===== src/sv/ifla_pkg.sv =====
// shared types and constants for the identifier allocator
`timescale 1ns / 1ps
`default_nettype none

package ifla_pkg;

    localparam int LOCK_ID_W = 6;
    localparam int GRANT_W   = 5;
    localparam int OP_W      = 2;

    typedef enum logic [OP_W-1:0] {
        OP_ALLOC = 2'd0,
        OP_FREE  = 2'd1,
        OP_CHECK = 2'd2
    } op_t;

endpackage

`default_nettype wire


===== src/sv/id_free_list_allocator_core.sv =====
// identifier allocator: free-id stack with a taken bit per identifier
//
// input channel (in_valid / in_stall) carries one request word: op selects
// allocate, free lock_id or check lock_id. every request word yields exactly
// one result word on the output channel (out_valid / out_stall): ok and
// granted_id, the latter nonzero only for a successful allocate.
// a request is captured in an input register together with its taken bit
// (read from the taken-bit memory at accept time), resolved in one pass of
// combinational logic, and written into the result register, which drives
// out_valid; one request is taken every cycle while in_stall stays low.
// the free stack lives in a memory whose top entry is read ahead
// into a register, so back-to-back allocates and frees see the current top.
// stack entries never written since reset read as their own index, tracked
// by a high-water mark on the stack pointer, so that memory needs no clear.
// after reset the taken-bit memory is cleared one entry a cycle, over all
// POOL_SIZE entries; in_stall stays high during that sweep.
// when out_stall holds the result, the input register still takes one more
// request; after that in_stall rises until the result word is taken.
`timescale 1ns / 1ps
`default_nettype none

module id_free_list_allocator_core
    import ifla_pkg::*;
#(
    parameter int POOL_SIZE = 32
) (
    input  wire logic                 clk,
    input  wire logic                 rst_n,
    input  wire logic                 in_valid,
    output logic                      in_stall,
    input  wire logic [OP_W-1:0]      op,
    input  wire logic [LOCK_ID_W-1:0] lock_id,
    output logic                      out_valid,
    input  wire logic                 out_stall,
    output logic                      ok,
    output logic [GRANT_W-1:0]        granted_id
);

    localparam int IDW   = (POOL_SIZE > 1) ? $clog2(POOL_SIZE) : 1;
    localparam int SPW   = $clog2(POOL_SIZE + 1);
    localparam int DEPTH = 2 ** IDW;
    localparam int CW    = ((IDW > LOCK_ID_W) ? IDW : LOCK_ID_W) + 1;
    localparam int GW    = (IDW > GRANT_W) ? IDW : GRANT_W;

    // storage
    logic [IDW-1:0] stack_mem [DEPTH];
    logic           taken_mem [DEPTH];

    // control state
    logic           clearing_reg;
    logic [SPW-1:0] clr_cnt_reg;
    logic [SPW-1:0] sp_reg;
    logic [SPW-1:0] sp_next;
    logic [SPW-1:0] hwm_reg;
    logic [SPW-1:0] hwm_next;

    // top-of-stack prefetch
    logic           top_init_reg;
    logic           top_byp_reg;
    logic [IDW-1:0] top_byp_data_reg;
    logic [IDW-1:0] top_rd_reg;
    logic [IDW-1:0] top;

    // input register
    logic                 s1_valid_reg;
    logic [OP_W-1:0]      s1_op_reg;
    logic [LOCK_ID_W-1:0] s1_id_reg;
    logic                 s1_tk_rd_reg;
    logic                 s1_tk_byp_reg;
    logic                 s1_tk_byp_data_reg;

    // result register
    logic               out_valid_reg;
    logic               ok_reg;
    logic [GRANT_W-1:0] granted_reg;

    logic               accept;
    logic               out_hold;
    logic               fire;
    logic [CW-1:0]      s1_id_ext;
    logic               s1_in_range;
    logic [IDW-1:0]     s1_addr;
    logic               s1_taken;
    logic               sp_full;
    logic [GW-1:0]      top_ext;
    logic               ok_next;
    logic [GRANT_W-1:0] granted_next;
    logic               do_alloc;
    logic               do_free;

    logic           stk_we;
    logic [IDW-1:0] stk_waddr;
    logic [IDW-1:0] stk_raddr;

    logic           tk_we;
    logic [IDW-1:0] tk_waddr;
    logic           tk_wdata;
    logic [CW-1:0]  in_id_ext;
    logic [IDW-1:0] tk_raddr;

    // handshake
    assign out_hold = out_valid_reg & out_stall;
    assign fire     = s1_valid_reg & ~out_hold;
    assign in_stall = clearing_reg | (s1_valid_reg & out_hold);
    assign accept   = in_valid & ~in_stall;

    // current top of stack: own index if never written, else memory or bypass
    always_comb
    begin
        priority if (top_byp_reg)
        begin
            top = top_byp_data_reg;
        end
        else if (top_init_reg)
        begin
            top = sp_reg[IDW-1:0];
        end
        else
        begin
            top = top_rd_reg;
        end
    end

    assign s1_id_ext   = CW'(s1_id_reg);
    assign s1_in_range = s1_id_ext < CW'(POOL_SIZE);
    assign s1_addr     = s1_id_ext[IDW-1:0];
    assign s1_taken    = s1_tk_byp_reg ? s1_tk_byp_data_reg : s1_tk_rd_reg;
    assign sp_full     = sp_reg == SPW'(POOL_SIZE);
    assign top_ext     = GW'(top);

    // request decode
    always_comb
    begin
        do_alloc     = 1'b0;
        do_free      = 1'b0;
        ok_next      = 1'b0;
        granted_next = '0;
        unique case (op_t'(s1_op_reg))
            OP_ALLOC:
            begin
                if (!sp_full)
                begin
                    do_alloc     = fire;
                    ok_next      = 1'b1;
                    granted_next = top_ext[GRANT_W-1:0];
                end
            end
            OP_FREE:
            begin
                if (s1_in_range && s1_taken && (sp_reg != '0))
                begin
                    do_free = fire;
                    ok_next = 1'b1;
                end
            end
            OP_CHECK:
            begin
                ok_next = s1_in_range & s1_taken;
            end
            default:
            begin
                ok_next = 1'b0;
            end
        endcase
    end

    // stack pointer, high-water mark and stack write
    always_comb
    begin
        sp_next = sp_reg;
        if (do_alloc)
        begin
            sp_next = sp_reg + SPW'(1);
        end
        else if (do_free)
        begin
            sp_next = sp_reg - SPW'(1);
        end
        hwm_next  = (sp_next > hwm_reg) ? sp_next : hwm_reg;
        stk_we    = do_free;
        stk_waddr = sp_next[IDW-1:0];
        stk_raddr = sp_next[IDW-1:0];
    end

    // taken-bit write port: clearing sweep, allocate sets, free clears
    always_comb
    begin
        tk_we    = 1'b0;
        tk_waddr = top;
        tk_wdata = 1'b0;
        priority if (clearing_reg)
        begin
            tk_we    = 1'b1;
            tk_waddr = clr_cnt_reg[IDW-1:0];
        end
        else if (do_alloc)
        begin
            tk_we    = 1'b1;
            tk_waddr = top;
            tk_wdata = 1'b1;
        end
        else if (do_free)
        begin
            tk_we    = 1'b1;
            tk_waddr = s1_addr;
        end
    end

    assign in_id_ext = CW'(lock_id);
    assign tk_raddr  = in_id_ext[IDW-1:0];

    // memories
    always_ff @(posedge clk)
    begin
        if (stk_we)
        begin
            stack_mem[stk_waddr] <= s1_addr;
        end
        top_rd_reg       <= stack_mem[stk_raddr];
        top_byp_data_reg <= s1_addr;
    end

    always_ff @(posedge clk)
    begin
        if (tk_we)
        begin
            taken_mem[tk_waddr] <= tk_wdata;
        end
        if (accept)
        begin
            s1_tk_rd_reg       <= taken_mem[tk_raddr];
            s1_tk_byp_data_reg <= tk_wdata;
            s1_op_reg          <= op;
            s1_id_reg          <= lock_id;
        end
        if (fire)
        begin
            ok_reg      <= ok_next;
            granted_reg <= granted_next;
        end
    end

    // control registers
    always_ff @(posedge clk or negedge rst_n)
    begin
        if (!rst_n)
        begin
            clearing_reg  <= 1'b1;
            clr_cnt_reg   <= '0;
            sp_reg        <= '0;
            hwm_reg       <= '0;
            top_init_reg  <= 1'b1;
            top_byp_reg   <= 1'b0;
            s1_valid_reg  <= 1'b0;
            s1_tk_byp_reg <= 1'b0;
            out_valid_reg <= 1'b0;
        end
        else
        begin
            if (clearing_reg)
            begin
                clr_cnt_reg <= clr_cnt_reg + SPW'(1);
                if (clr_cnt_reg == SPW'(POOL_SIZE - 1))
                begin
                    clearing_reg <= 1'b0;
                end
            end
            sp_reg       <= sp_next;
            hwm_reg      <= hwm_next;
            top_byp_reg  <= stk_we;
            top_init_reg <= !(sp_next < hwm_next);

            if (accept)
            begin
                s1_valid_reg  <= 1'b1;
                s1_tk_byp_reg <= tk_we & (tk_waddr == tk_raddr);
            end
            else if (fire)
            begin
                s1_valid_reg <= 1'b0;
            end

            if (fire)
            begin
                out_valid_reg <= 1'b1;
            end
            else if (out_valid_reg && !out_stall)
            begin
                out_valid_reg <= 1'b0;
            end
        end
    end

    assign out_valid  = out_valid_reg;
    assign ok         = ok_reg;
    assign granted_id = granted_reg;

endmodule

`default_nettype wire


===== config.mk =====
export PLATFORM = sky130hd
export DESIGN_NAME = id_free_list_allocator_core
export DESIGN_NICKNAME = d
export VERILOG_FILES = /design/src/sv/ifla_pkg.sv /design/src/sv/id_free_list_allocator_core.sv
export SDC_FILE = /design/constraint.sdc
export NUM_CORES = 1
export LEC_CHECK = 0
export BUFFER_PORTS_ARGS = -buffer_cell sky130_fd_sc_hd__buf_2
export CELL_PAD_IN_SITES_DETAIL_PLACEMENT = 0
export CELL_PAD_IN_SITES_GLOBAL_PLACEMENT = 1
export CORE_MARGIN = 2
export CORE_UTILIZATION = 40
export DETAILED_ROUTE_END_ITERATION = 10
export PLACE_DENSITY_LB_ADDON = 0.1
export SLEW_MARGIN = 5
export SYNTH_ARGS = -nofsm -noshare
export SYNTH_HDL_FRONTEND = slang
export SYNTH_SLANG_ARGS = --single-unit

===== constraint.sdc =====
create_clock -name clk -period 5.5 [get_ports clk]
set_input_delay 1.1 -clock clk [delete_from_list [all_inputs] [get_ports clk]]
set_output_delay 1.1 -clock clk [all_outputs]
set_load 0.1 [all_outputs]

==> flow_metrics.py <==
metrics = {
    "run_status": {
        "status": "completed",
    },
    "die": {
        "io_pins": 20,
        "dieArea_sq_um": 26500,
        "die_w_microns": 163,
        "core-area_sq_um": 25000,
        "die_h_microns": 163,
        "rows": 58,
        "initial_core_util_pct": 40.4,
    },
    "critical_path": {
        "critical_path_cell_count": 17,
        "path_delay_family": "compound AO/OA/AOI/OAI gates",
        "crit_path_start_kind": "register",
        "path_buf_inv": 2,
        "worst-path-max-fanout": 13,
        "regToRegSetupSlack_ps": 660,
        "cpMostUsedCell": "ha_1",
        "worst_r2r_path_depth": 17,
        "crit_start": "sp_reg[0]",
        "timing.rr.start": "sp_reg[0]",
        "crit_type": "register to register",
        "crit_slowest_cell": "a21oi_1",
        "cp.arrival_ps": 5290,
        "cp-end-kind": "register",
        "cpPeakStageDelay_ps": 650,
        "path_cells": "inv_1, ha_1, nor4b_4, a211oi_2, a32oi_1, xor2_1, inv_2, ha_1, o21a_1, o21a_1, o21ai_0, a21oi_1, a21oi_1, ha_1, a21o_1, a221oi_1, nand2_1",
        "worstPathRequired_ps": 5950,
    },
    "synth": {
        "synth_cell_types": 60,
        "syn_inst": 614,
        "ys.flop_type": "edfxtp_1",
        "async_reset_ff_share_pct": 9.92,
        "ys_seq_elements": 242,
        "ys_seq_area_share_pct": 69.8,
        "ys_warn_count": 0,
        "syn_area_sq_um": 10100,
        "synth_nets": 641,
        "syn_area_per_cell_sq_um": 16.4,
        "synth_edf_count": 208,
    },
    "cts": {
        "cts_setup_buffers": 0,
        "cts.repair.resized": 0,
        "cts-htree-levels": 1,
        "numClockSinks": 242,
        "cts_tree": "done",
        "cts.clk_slew.worst_paths_ps": 60,
        "root_buffer": "clkbuf_16",
        "clk_latency_ps": 530,
        "clock_path_buffers": 3,
        "holdBufCountCts": 0,
        "cts_buffers": 27,
    },
    "grt": {
        "grt_pass1_vias": 5588,
        "gr-total-overflow": 0,
        "grt_max_degree": 50,
        "grtUsageTotal_pct": 17.4,
        "grt_pass1_wl_microns": 34100,
        "antenna_found_initial": 0,
    },
    "timing": {
        "finalCritPeriodShare_pct": 88.0,
        "fin_crit_ps": 4840,
        "drv_slew": 0,
        "fmax_mhz": 207,
        "setup-violations-final": 0,
        "tightest_slew_ps": 946,
        "hold_viol": 0,
        "skew_ps": 11.9,
        "grt_setup_unrepaired": "no",
        "setup_tns_ps": 0,
        "setup_slack_ps": 660,
        "slew_headroom_pct": 36.4,
    },
    "final_layout": {
        "syn_to_final_growth_pct": 12.5,
        "utilization_pct": 45.5,
        "regMostFlops": "stack_mem",
        "insertedDiodeCount": 0,
        "largest_reg_flops": 160,
        "stdcell_count": 999,
        "largestRegisters": "stack_mem (160), taken_mem (32)",
        "nets": 680,
        "drive_above_1_share_pct": 18.7,
    },
    "place": {
        "routabilityCongestion": 0.840,
        "io_buffers": 19,
        "pre_cts_slack_ps": 385,
        "dp.cells": 954,
        "place_hpwl_microns": 14500,
    },
    "route": {
        "postRouteWirelength_microns": 22400,
        "routedWlPerCell_microns": 22.5,
        "viasPerCell": 5.44,
        "vias": 5435,
        "drcViolationCount": 0,
        "drt_iter0_drc": 463,
        "ant_nets": 0,
        "drtPass1Iterations": 4,
    },
    "worst_hold_path": {
        "holdPathStages": 1,
        "hp-start": "clr_cnt_reg[5]",
        "worst_hold_path_type": "register to register",
    },
    "power": {
        "ir_drop_uv": 222,
        "p_leak_nw": 3.83,
        "powerDensity_nw_per_um2": 452,
        "p_total_mw": 5.13,
    },
    "run": {
        "maxCapViolations": 0,
    },
}
## cell families (layout without fill, tap and decap cells)
kind of cell / count (synthesis) / after routing / share of synthesized area, %
xor+xnor: 12 / 12 / 1.23
simple gates: 174 / 174 / 7.98
compound gates: 61 / 61 / 4.59
mux: 67 / 67 / 12.6
flops: 242 / 242 / 69.8
fa+ha+maj: 15 / 15 / 1.86
buf+inv: 43 / 98 / 1.92
## synthesized netlist by cell type, types with 3 or more instances
cell type | count | area (sq um)
inv_2 | 4 | 15.0
and3_1 | 5 | 31.3
xnor2_1 | 8 | 70.1
inv_1 | 19 | 71.3
xor2_1 | 3 | 26.3
or3_1 | 3 | 18.8
buf_2 | 4 | 20.0
and2_1 | 5 | 31.3
a32oi_1 | 5 | 43.8
nor3_1 | 7 | 35.0
mux4_2 | 41 | 923
nand2_1 | 37 | 139
edfxtp_1 | 208 | 6250
ha_1 | 15 | 188
nor2b_1 | 4 | 25.0
dfxtp_1 | 10 | 200
nor2_1 | 82 | 308
nand3_1 | 8 | 40.0
o21ai_0 | 7 | 35.0
mux2i_1 | 15 | 150
nand4_1 | 10 | 62.6
a22oi_1 | 18 | 135
clkbuf_1 | 9 | 33.8
dfrtp_1 | 22 | 551
mux4_1 | 5 | 131
a21oi_1 | 8 | 40.0
mux2_2 | 6 | 67.6
buf_4 | 4 | 30.0
## cell usage in the layout (no fill, tap or decap), types with 3 or more instances in the layout
| cell type | n |
|---|---|
| edfxtp_1 | 208 |
| nor2_1 | 82 |
| mux4_2 | 41 |
| nand2_1 | 37 |
| clkbuf_16 | 27 |
| dfrtp_1 | 22 |
| inv_1 | 19 |
| buf_2 | 19 |
| a22oi_1 | 18 |
| mux2i_1 | 15 |
| ha_1 | 15 |
| nand4_1 | 10 |
| clkbuf_1 | 10 |
| dfxtp_1 | 10 |
| buf_4 | 9 |
| a21oi_1 | 8 |
| xnor2_1 | 8 |
| nand3_1 | 8 |
| o21ai_0 | 7 |
| nor3_1 | 7 |
| mux2_2 | 6 |
| and3_1 | 5 |
| a32oi_1 | 5 |
| and2_1 | 5 |
| mux4_1 | 5 |
| inv_2 | 4 |
| nor2b_1 | 4 |
| or3_1 | 3 |
| xor2_1 | 3 |
| clkinv_2 | 3 |
| clkinv_1 | 3 |
## where the power goes
part | switching (mW) | internal, mW
clock | 0.679 | 0.910
sequential | 0.0673 | 2.08
combinational | 0.858 | 0.536
total | 1.60 | 3.52
## layout make-up
cell class,instances,area [sq um]
Fill cell,2232,13600
Sequential cell,242,7050
Multi-Input combinational cell,329,2850
Clock buffer,38,727
Tap cell,330,413
Timing Repair Buffer,29,183
Inverter,24,95.1
Clock inverter,7,35.0
## path summary, 6_finish.rpt
| check | endpoint |
|---|---|
| min in group asynchronous | sp_reg[3] |
| setup / recovery | top_init_reg |
| hold reg to reg | clr_cnt_reg[5] |
| setup reg to reg | top_init_reg |
| hold / removal | clr_cnt_reg[5] |
| max in group asynchronous | clr_cnt_reg[5] |
## per-stage QoR
stage / instance area [sq um] / hold WS, ps
5_1_grt: 11400 / 491
2_1_floorplan: 10100 / 443
3_5_place_dp: 10600 / 459
4_1_cts: 11400 / 470
6_report: 11400 / 469
3_3_place_gp: 10600 / 459
## per-layer routing
metal | GRT usage, % | part of all wire, %
met5 | 0 | 0
met4 | 4.63 | 1.9
met3 | 2.75 | 5.2
met2 | 27.2 | 46
met1 | 25.7 | 46
Power figures use the tool's default switching activity.
